`config.mk`:
```
export PLATFORM = sky130hd
export DESIGN_NAME = def3_out_fifo_flat
export DESIGN_NICKNAME = d
export VERILOG_FILES = /design/src/hdl/diagonal_edge_filter_3x3_assert.svh /design/src/hdl/def3_pkg.sv /design/src/hdl/def3_out_if.sv /design/src/hdl/def3_out_fifo.sv /design/src/flat_wrapper.sv
export SDC_FILE = /design/constraint.sdc
export NUM_CORES = 1
export LEC_CHECK = 0
export BUFFER_PORTS_ARGS = -buffer_cell sky130_fd_sc_hd__buf_2
export CAP_MARGIN = 20
export CORE_MARGIN = 2
export CORE_UTILIZATION = 49
export DETAILED_ROUTE_END_ITERATION = 8
export PLACE_DENSITY = 0.75
export SLEW_MARGIN = 20
export SYNTH_ARGS = -nofsm -noshare
export SYNTH_HDL_FRONTEND = slang
export SYNTH_SLANG_ARGS = --single-unit
```
`constraint.sdc`:
```
create_clock -name clk -period 3.7 [get_ports clk]
set_clock_uncertainty 0.1 [all_clocks]
set_input_delay 0.37 -clock clk [delete_from_list [all_inputs] [get_ports clk]]
set_output_delay 0.37 -clock clk [all_outputs]
set_load 0.02 [all_outputs]
```
`src/hdl/diagonal_edge_filter_3x3_assert.svh`:
```
// assertion macros for the diagonal edge filter
`ifndef DIAGONAL_EDGE_FILTER_3X3_ASSERT_SVH
`define DIAGONAL_EDGE_FILTER_3X3_ASSERT_SVH
`ifndef NO_ASSERTIONS
`define DEF3_ASSERT_SAME(name, clk, rst_n, ante, cons, msg) \
	name: assert property (@(posedge clk) disable iff (!rst_n) (ante) |-> (cons)) \
		else $error(msg);
`define DEF3_ASSERT_NEXT(name, clk, rst_n, ante, cons, msg) \
	name: assert property (@(posedge clk) disable iff (!rst_n) (ante) |=> (cons)) \
		else $error(msg);
`else
`define DEF3_ASSERT_SAME(name, clk, rst_n, ante, cons, msg)
`define DEF3_ASSERT_NEXT(name, clk, rst_n, ante, cons, msg)
`endif
`endif

```
`src/hdl/def3_pkg.sv`:
```
// shared types and constants of the diagonal edge filter
package def3_pkg;
	localparam int PIX_W      = 8;
	localparam int ROW_W      = 12;
	localparam int OCOL_W     = 11;
	localparam int REG_IDX_W  = 2;
	localparam int REG_DATA_W = 12;
	localparam int OUT_DEPTH  = 3;

	localparam logic [REG_DATA_W-1:0] WIDTH_RESET  = 12'd640;
	localparam logic [REG_DATA_W-1:0] HEIGHT_RESET = 12'd480;
	localparam logic [ROW_W-1:0]      MIN_SIZE     = 12'd3;

	typedef enum logic [REG_IDX_W-1:0] {
		REG_IMAGE_WIDTH  = 2'd0,
		REG_IMAGE_HEIGHT = 2'd1,
		REG_DIRECTION    = 2'd2
	} reg_index_t;

	typedef struct packed {
		logic [PIX_W-1:0]  edge_value;
		logic [ROW_W-1:0]  out_row;
		logic [OCOL_W-1:0] out_col;
		logic              frame_done;
	} result_t;
endpackage

```
`src/hdl/def3_out_if.sv`:
```
// result output channel
interface def3_out_if;
	import def3_pkg::*;
	logic              valid;
	logic              ready;
	logic [PIX_W-1:0]  edge_value;
	logic [ROW_W-1:0]  out_row;
	logic [OCOL_W-1:0] out_col;
	logic              frame_done;

	modport source (output valid, output edge_value, output out_row, output out_col,
		output frame_done, input ready);
	modport sink (input valid, input edge_value, input out_row, input out_col,
		input frame_done, output ready);
endinterface

```
`src/hdl/def3_out_fifo.sv`:
```
// three-entry output buffer between the filter stage and the result channel
module def3_out_fifo (
	input  logic              clk,
	input  logic              arst_n,
	input  logic              push,
	input  def3_pkg::result_t push_data,
	output logic [1:0]        level,
	def3_out_if.source        results
);
	import def3_pkg::*;

	result_t    mem_q [OUT_DEPTH];
	logic [1:0] wr_ptr_q;
	logic [1:0] rd_ptr_q;
	logic [1:0] level_q;
	logic       pop;

	assign pop   = results.valid && results.ready;
	assign level = level_q;

	assign results.valid      = level_q != 2'd0;
	assign results.edge_value = mem_q[rd_ptr_q].edge_value;
	assign results.out_row    = mem_q[rd_ptr_q].out_row;
	assign results.out_col    = mem_q[rd_ptr_q].out_col;
	assign results.frame_done = mem_q[rd_ptr_q].frame_done;

	always_ff @(posedge clk) begin
		if (push) begin
			mem_q[wr_ptr_q] <= push_data;
		end
	end

	always_ff @(posedge clk or negedge arst_n) begin
		if (!arst_n) begin
			wr_ptr_q <= '0;
			rd_ptr_q <= '0;
			level_q  <= '0;
		end else begin
			if (push) begin
				wr_ptr_q <= (wr_ptr_q == 2'(OUT_DEPTH - 1)) ? 2'd0 : wr_ptr_q + 2'd1;
			end
			if (pop) begin
				rd_ptr_q <= (rd_ptr_q == 2'(OUT_DEPTH - 1)) ? 2'd0 : rd_ptr_q + 2'd1;
			end
			level_q <= level_q + 2'(push) - 2'(pop);
		end
	end
endmodule

```
`src/flat_wrapper.sv`:
```
// flat-port wrapper written by rule: the top's interface ports become plain ports
module def3_out_fifo_flat import def3_pkg::*;
  (clk, arst_n, push, push_data, level, results_valid, results_edge_value, results_out_row, results_out_col, results_frame_done, results_ready);
  def3_out_if results_i ();
  input  logic clk;
  input  logic arst_n;
  input  logic push;
  input  def3_pkg::result_t push_data;
  output logic [1:0] level;
  output wire logic [$bits(results_i.valid)-1:0] results_valid;
  output wire logic [$bits(results_i.edge_value)-1:0] results_edge_value;
  output wire logic [$bits(results_i.out_row)-1:0] results_out_row;
  output wire logic [$bits(results_i.out_col)-1:0] results_out_col;
  output wire logic [$bits(results_i.frame_done)-1:0] results_frame_done;
  input wire logic [$bits(results_i.ready)-1:0] results_ready;
  assign results_valid = results_i.valid;
  assign results_edge_value = results_i.edge_value;
  assign results_out_row = results_i.out_row;
  assign results_out_col = results_i.out_col;
  assign results_frame_done = results_i.frame_done;
  assign results_i.ready = results_ready;
  def3_out_fifo u_core (.clk(clk), .arst_n(arst_n), .push(push), .push_data(push_data), .level(level), .results(results_i));
endmodule
```
-- Yosys cells after proc, flatten, opt, wreduce, memory -nomap -nowiden
Memories as Yosys holds them, arrays and structs flattened.
Index checks and enable logic that the tools add are counted.
- output and inout bits: 35
- logic and storage cells: 16
- bits of input ports: 36
- memories kept: 1
- bits in writable memories: 96
- register bits after elaboration: 6
- memories (memory ; depth ; bits a word ; rd ports ; clocked after memory_dff ; write ports ; line ; text):
    u_core.mem_q ; 3 ; 32 ; 1 ; 0 ; 1 ; def3_out_fifo.sv:12 ; result_t mem_q [OUT_DEPTH];
- reduce and logical (&&, ||, !) cells: 2
- multiplexer cells: 4
- eq/ne operators: 2
- add/subtract/negate cells: 4
- operators with widths (kind ; count):
    2-bit by 1-bit adder with 2-bit output, second input constant ; 2
    2-bit == test, second input constant ; 2
    2-bit two-way mux ; 2
    2-bit by 1-bit adder with 2-bit output ; 1
    1-bit two-way mux ; 2
    2-bit nonzero test ; 1
    2-bit by 1-bit subtractor with 2-bit output ; 1
    1-bit logical AND ; 1

-- Logic depth before layout (Yosys ltp)
Gate-level depths: netlist (run 1).
- depth after elaboration: 3
- depth in mapped cells: 7
- depth with buffers taken out: 7

-- Worst setup path after synthesis (run 1)
Ideal clock, no wire load.
- kind: register -> register
- from: register u_core.wr_ptr_q[1]
- to: memory u_core.mem_q[0][0] (netlist bit) (enable)
- cell stages (with the launch flop): 2
- required time: 3130 ps
- setup slack: 265 ps
- arrival time: 2865 ps
- period minus slack after synthesis: 3435 ps
- path buffers: 0
- setup time: 470 ps
- cells stage by stage: dfrtp_1 nor3b_1
- RTL lines (item ; line ; text):
    from (decl) ; def3_out_fifo.sv:13 ; logic [1:0] wr_ptr_q;
    from (signal assigned) ; def3_out_fifo.sv:40 ; wr_ptr_q <= (wr_ptr_q == 2'(OUT_DEPTH - 1)) ? 2'd0 : wr_ptr_q + 2'd1;
    to (decl) ; def3_out_fifo.sv:12 ;
No word-level cell before the write port.

-- Worst setup path after layout (run 1)
- from: register u_core.rd_ptr_q[0]
- to: output results_out_row[5]
- word-level cells in the longest chain between the ends: 1
- RTL lines (item ; line ; text):
    from (decl) ; def3_out_fifo.sv:14 ; logic [1:0] rd_ptr_q;
    from (signal assigned) ; def3_out_fifo.sv:43 ; rd_ptr_q <= (rd_ptr_q == 2'(OUT_DEPTH - 1)) ? 2'd0 : rd_ptr_q + 2'd1;
    memory read 3 x 32 bit ; -- ;
    to (decl) ; flat_wrapper.sv:12 ; output wire logic [$bits(results_i.out_row)-1:0] results_out_row;
No other way between the ends.

==> results of run 1 <==
registers in the layout, summed over array words and instances, names as in the netlist:
register and cells:
u_core.level 2, u_core.rd_ptr_q 2, u_core.wr_ptr_q 2, u_core.mem_q 96
critical path: cells and delay by family (launching register included):
| kind | cells | cell delay [ps] |
|---|---|---|
| compound gates | 1 | 200 |
| mux | 1 | 170 |
| buf+inv | 1 | 200 |
| flops | 1 | 1060 |
stage by stage:
step	std cells	setup WS, ps
after floorplan	229	265
after global placement	394	1580
after detailed placement	394	1580
after CTS	411	1180
after global routing	411	1080
final	411	1220
cell families (layout without fill, tap and decap cells):
| family | Yosys count | count (layout) | share of synthesized area, % |
|---|---|---|---|
| XOR/XNOR | 2 | 2 | 0.452 |
| AND/OR/NAND/NOR | 39 | 39 | 4.16 |
| buffers and inverters | 15 | 95 | 3.00 |
| adder cells (fa/ha/maj) | 2 | 2 | 0.645 |
| flip-flops | 102 | 102 | 78.2 |
| AO/OA/AOI/OAI | 34 | 34 | 4.45 |
| multiplexers | 35 | 35 | 9.10 |
how the worst max path moves through the flow:
stage	from	to	slack [ps]	cells after the start
after floorplan	u_core.wr_ptr_q[1]	u_core.mem_q[0][0]	270	1
after global placement	u_core.rd_ptr_q[0]	results_out_col[6]	1580	3
after detailed placement	u_core.rd_ptr_q[0]	results_edge_value[5]	1580	3
after CTS	u_core.rd_ptr_q[0]	results_edge_value[5]	1180	3
after global routing	u_core.rd_ptr_q[0]	results_out_col[6]	1080	3
final	u_core.rd_ptr_q[0]	results_out_row[5]	1220	3
power groups by stage:
stage	clock network, mW	registers, mW	logic (mW)
global route	0.725	1.72	1.03
global placement	0	1.70	0.949
finish	0.669	1.68	0.949
detailed placement	0	1.71	0.962
floorplan	0	1.54	0.865
CTS	0.684	1.69	0.968
layout make-up:
type	instances	area, um^2
Sequential cell	102	3040
Tap cell	102	128
Timing Repair Buffer	75	390
Clock inverter	5	58.8
Inverter	4	15.0
Clock buffer	11	131
Multi-Input combinational cell	112	747
Fill cell	627	3180
cell usage in the layout (no fill, tap or decap), drive strengths merged:
cell type	synthesis	routed
nand2	33	33
mux2	2	2
clkinvlp	0	2
a21o	1	1
nor2b	1	1
or2	1	1
dlygate4sd3	0	1
clkinv	0	1
o21ai	33	33
buf	10	74
nor3b	2	2
ha	2	2
mux2i	33	33
edfxtp	96	96
dfrtp	6	6
nor2	2	2
bufinv	0	1
inv	4	5
xnor2	2	2
clkbuf	1	11
layer usage:
layer  wire [um]  global-route usage, %
met3         274                   3.71
met4          51                   5.51
met1        2630                   17.0
met5           0                      0
met2        3080                   25.7
==> results.py, run 1 <==
metrics = {
    "global_route": {
        "grt_max_degree": 68,
        "grt-ovfl-total": 0,
        "antenna_found_initial": 0,
        "grt_pass1_wl_um": 9340,
        "track_usage_pct": 14.5,
        "grt_pass1_vias": 2032,
    },
    "clock_network": {
        "cts.sink_count": 102,
        "path_clk_slew_ps": 90,
        "clkLatencyLatePin_ps": 350,
        "hold_buffers": 1,
        "h-tree-depth": 3,
        "cts-resized-gates": 0,
        "cts_tree": "yes",
        "root_buffer": "clkbuf_8",
        "cts_max_path_buffers": 2,
        "post-cts-setup-buffers": 0,
        "cts_buffers": 9,
    },
    "setup_path": {
        "max_stage_delay_ps": 1060,
        "r2r_cells": 2,
        "worstPathCellList": "mux2i_1 > o21ai_1 > buf_2",
        "required_ps": 3230,
        "arrival_ps": 2010,
        "rr_endpoint": "u_core.mem_q[1][17]",
        "reg2reg_slack_ps": 1900,
        "cpMaxStageDelayCell": "dfrtp_2",
        "r2r_start": "u_core.wr_ptr_q[0]",
        "critPathLaunchType": "flip-flop",
        "end_kind": "output port",
        "worstPathMaxFanout": 35,
        "criticalPathCategory": "reg2out",
    },
    "synthesis": {
        "syn_area_per_cell_um2": 16.9,
        "synthMostInstantiatedCell": "edfxtp_1",
        "yosysTopAreaCellShare_pct": 74.3,
        "synthCells": 229,
        "synth-edff-count": 96,
        "yosys.area.top_type": "edfxtp_1",
        "ys_seq_elements": 102,
        "netlist_top_cells_area": "edfxtp_1 74%, mux2i_1 8.5%, dfrtp_1 3.9%",
        "seq_area_frac_synth_pct": 78.2,
        "synth_top_cells_by_count": "96 x edfxtp_1, 33 x mux2i_1, 33 x nand2_1",
        "ys_async_sr_fraction_pct": 5.88,
        "syn_area_um2": 3880,
        "synthFlopType": "edfxtp_1",
        "ys.warnings.count": 0,
        "syn_nets": 267,
        "yosysUniqueCellTypes": 21,
    },
    "drt": {
        "via_count": 2038,
        "post_drt_wl_per_cell_um": 14.7,
        "vias_per_cell": 4.96,
        "drt_wl_total_um": 6030,
        "firstDrtPassIters": 4,
        "drtIter0Drc": 82,
        "post-route-drc-count": 0,
        "drtAntennaViolNets": 0,
    },
    "sta": {
        "holdWs_ps": 108,
        "rsz0062_at_grt": "no",
        "slew_viol_final": 0,
        "hold_viol_final": 0,
        "period_share_pct": 66.9,
        "min_period_ps": 2480,
        "fin_tns_setup_ps": 0,
        "slew_headroom_pct": 30.5,
        "fmax_mhz": 404,
        "setup_viol": 0,
        "max_slew.worst_pin.slew_ps": 1040,
    },
    "floorplan": {
        "die_h_um": 93.0,
        "die_x_um": 93.0,
        "fp-row-count": 32,
        "start_util_pct": 50.5,
        "core_um2": 7690,
        "dieArea_um2": 8640,
        "io_pins": 71,
    },
    "power": {
        "p_switching_mw": 1.14,
        "ir_drop_mv": 0.392,
        "p_sw_share_pct": 34.7,
        "seq_power_share_pct": 51.0,
        "combPwrFrac_pct": 28.8,
        "power.leakage_nw": 1.69,
        "p_int_mw": 2.16,
        "power_mw": 3.30,
        "p_per_area_nw_per_um2": 732,
        "pwr-share-clk_pct": 20.3,
    },
    "place": {
        "hpwl_um": 3640,
        "port_buffers": 70,
        "place_area_um2": 4310,
        "gp_congestion": 0.676,
    },
    "cells_and_area": {
        "final_core_util_pct": 58.6,
        "drive_above_1_share_pct": 31.4,
        "final_area_um2": 4510,
        "num-nets-final": 342,
        "area_delta_synth_final_pct": 16.2,
        "diodes": 0,
    },
    "flow_run": {
        "timing.max_cap.violations": 0,
    },
    "hold_path": {
        "min_to": "u_core.mem_q[1][5]",
        "holdCritPathClass": "in2reg",
        "hold-path-cell-count": 1,
        "min_from": "push_data[5]",
    },
    "run_status": {
        "status": "completed",
    },
}
Note: power is estimated with default switching activity, not from simulation.
==> inputs of run 2 (changes only) <==
ABC_AREA = 1   (was not set)
clock period = 2.05 ns   (was 3.7 ns; I/O delays follow)
==> results.py, run 2 <==
metrics = {
    "run_status": {
        "status": "completed",
    },
    "global_route": {
        "antenna_found_initial": 0,
        "grt_use_met3_pct": 3.22,
        "busiest_layer": "met2",
        "grt_max_degree": 35,
        "met2_usage_pct": 31.5,
        "grt_pass1_wl_um": 11700,
        "grt-ovfl-total": 0,
        "grt_pass1_vias": 2452,
        "track_usage_pct": 18.3,
        "use_met1_pct": 22.1,
    },
    "setup_path": {
        "crit_path_frequent_cell": "nand3_1",
        "worstPathCellList": "buf_6 > nand3_1 > nand3_1 > buf_2",
        "required_ps": 1750,
        "criticalPathCategory": "reg2out",
        "arrival_ps": 1610,
        "cpMaxStageDelayCell": "dfrtp_1",
        "max_stage_delay_ps": 470,
        "end_kind": "output port",
        "critPathLaunchType": "flip-flop",
        "worstPathMaxFanout": 34,
        "path_delay_family": "buffers and inverters",
        "path_buf_inv": 2,
    },
    "synthesis": {
        "syn_area_per_cell_um2": 14.0,
        "synthCells": 280,
        "netlist_top_cells_area": "edfxtp_1 74%, nand3_1 8.8%, nand2_1 6.3%",
        "yosysTopAreaCellShare_pct": 73.6,
        "synth-edff-count": 96,
        "synthFlopType": "edfxtp_1",
        "synthMostInstantiatedCell": "edfxtp_1",
        "seq_area_frac_synth_pct": 77.4,
        "ys_async_sr_fraction_pct": 5.88,
        "synth_top_cells_by_count": "96 x edfxtp_1, 69 x nand3_1, 66 x nand2_1",
        "ys_seq_elements": 102,
        "yosysUniqueCellTypes": 15,
        "ys.warnings.count": 0,
        "syn_area_um2": 3920,
        "yosys.area.top_type": "edfxtp_1",
        "syn_nets": 318,
    },
    "sta": {
        "min_period_ps": 1920,
        "slew_headroom_pct": 74.7,
        "fmax_mhz": 521,
        "fin_tns_setup_ps": 0,
        "hold_viol_final": 0,
        "period_share_pct": 93.7,
        "rsz0062_at_grt": "no",
        "max_slew.worst_pin.slew_ps": 379,
        "setup_viol": 0,
        "slew_viol_final": 0,
    },
    "drt": {
        "drtIter0Drc": 131,
        "firstDrtPassIters": 4,
        "vias_per_cell": 5.04,
        "post_drt_wl_per_cell_um": 15.0,
        "post-route-drc-count": 0,
        "drt_wl_total_um": 7540,
        "drtAntennaViolNets": 0,
        "via_count": 2541,
    },
    "clock_network": {
        "clkLatencyLatePin_ps": 370,
        "cts_tree": "yes",
        "cts_max_path_buffers": 2,
        "h-tree-depth": 3,
        "root_buffer": "clkbuf_8",
        "cts_buffers": 9,
        "cts.sink_count": 102,
        "path_clk_slew_ps": 100,
    },
    "place": {
        "hpwl_um": 4530,
        "gp_congestion": 0.724,
        "place_area_um2": 4400,
        "port_buffers": 70,
    },
    "power": {
        "seq_power_share_pct": 40.5,
        "ir_drop_mv": 0.810,
        "combPwrFrac_pct": 42.0,
        "p_per_area_nw_per_um2": 1400,
        "pwr-share-clk_pct": 17.6,
        "p_int_mw": 4.13,
        "p_sw_share_pct": 40.6,
        "p_switching_mw": 2.82,
        "power.leakage_nw": 1.98,
    },
    "hold_path": {
        "holdCritPathClass": "in2async",
    },
    "cells_and_area": {
        "largest-register": "u_core.mem_q",
        "area_delta_synth_final_pct": 27.1,
        "final_cell_mix": "96 x edfxtp_1, 70 x buf_2, 69 x nand3_1",
        "diodes": 0,
        "largest_reg_flops": 96,
        "num-nets-final": 435,
        "multi_input_area_um2": 726,
        "regArea_um2": 3030,
        "final_area_um2": 4980,
        "fillers": 583,
        "final_common_cell": "edfxtp_1",
        "drive_above_1_share_pct": 28.6,
    },
    "floorplan": {
        "start_util_pct": 50.7,
        "die_x_um": 93.4,
        "io_pins": 71,
        "fp-row-count": 32,
        "core_um2": 7730,
        "dieArea_um2": 8720,
        "die_h_um": 93.4,
    },
    "flow_run": {
        "timing.max_cap.violations": 0,
    },
}
-- run 2: cell types whose count changed after synthesis, sizes merged, moves of 4 or more --
cell / delta
inv: +8
buf: +4
o21ai: -31
nand2: +43
nand3: +69
mux2i: -33
-- run 2: cells by family (layout without fill, tap and decap cells) --
logic type,count (synthesis),count (layout),share of synthesized area (%)
AND/OR/NAND/NOR,148,148,17.4
flip-flops,102,102,77.4
buffers and inverters,26,148,4.22
adder cells (fa/ha/maj),2,2,0.639
AO/OA/AOI/OAI,2,2,0.256
-- run 2: metal layers --
| layer | vias to the layer above | part of all wire (%) | wire length, um |
|---|---|---|---|
| met2 | 73 | 50 | 3810 |
| met4 | 0 | 1.9 | 147 |
| li1 | 1227 | - | - |
| met5 | - | 0 | 0 |
| met1 | 1231 | 43 | 3240 |
| met3 | 10 | 4.6 | 348 |
-- run 2: worst paths after layout --
| kind | start | endpoint | slack, ps | cells after the start |
|---|---|---|---|---|
| setup / recovery | u_core.rd_ptr_q[0] | results_out_row[11] | 130 | 4 |
| hold / removal | arst_n | u_core.wr_ptr_q[1] | 80 | 2 |
| setup reg to reg | u_core.level[1] | u_core.level[1] | 460 | 10 |
| hold reg to reg | u_core.wr_ptr_q[0] | u_core.wr_ptr_q[1] | 460 | 2 |
| max in group asynchronous | arst_n | u_core.rd_ptr_q[1] | 1610 | 2 |
| min in group clk | push_data[3] | u_core.mem_q[0][3] | 450 | 2 |
-- run 2: power by group through the flow --
stage / clock network [mW] / registers (mW) / logic (mW)
after CTS: 1.24 / 2.81 / 2.87
after detailed placement: 0 / 2.85 / 2.81
after global routing: 1.32 / 2.85 / 3.22
final: 1.22 / 2.81 / 2.92
after floorplan: 0 / 2.83 / 1.97
after global placement: 0 / 2.84 / 2.77
-- run 2: repair_timing --
action / in CTS / in global routing
gates resized for setup: 1 / 3
endpoints found under the hold margin: 104 / 0
pin swaps: 0 / 1
setup endpoints to repair: 1 / 23
hold buffers: 35 / 0
setup buffers: 0 / 3
-- run 2: final cells by class --
cell class                 count  share of cell area [%]
clock buffer                   9                    2.49
clock inverter                 7                    1.51
inverter                      12                    1.01
multi-input combinational    152                    14.6
sequential                   102                    60.9
tap                          102                    2.56
timing repair buffer         120                    16.9
-- run 2: per-stage QoR --
stage          hold WS, ps  util [%]  setup slack (ps)  std cells  total power, mW
2_1_floorplan         -191         -               222        280             4.81
3_3_place_gp         -64.4      56.9               451        450             5.60
3_5_place_dp         -62.2      56.9               408        450             5.66
4_1_cts               77.4      64.0             0.590        501             6.92
5_1_grt               93.3      64.4              8.76        504             7.38
6_report              76.9      64.4               130        504             6.95
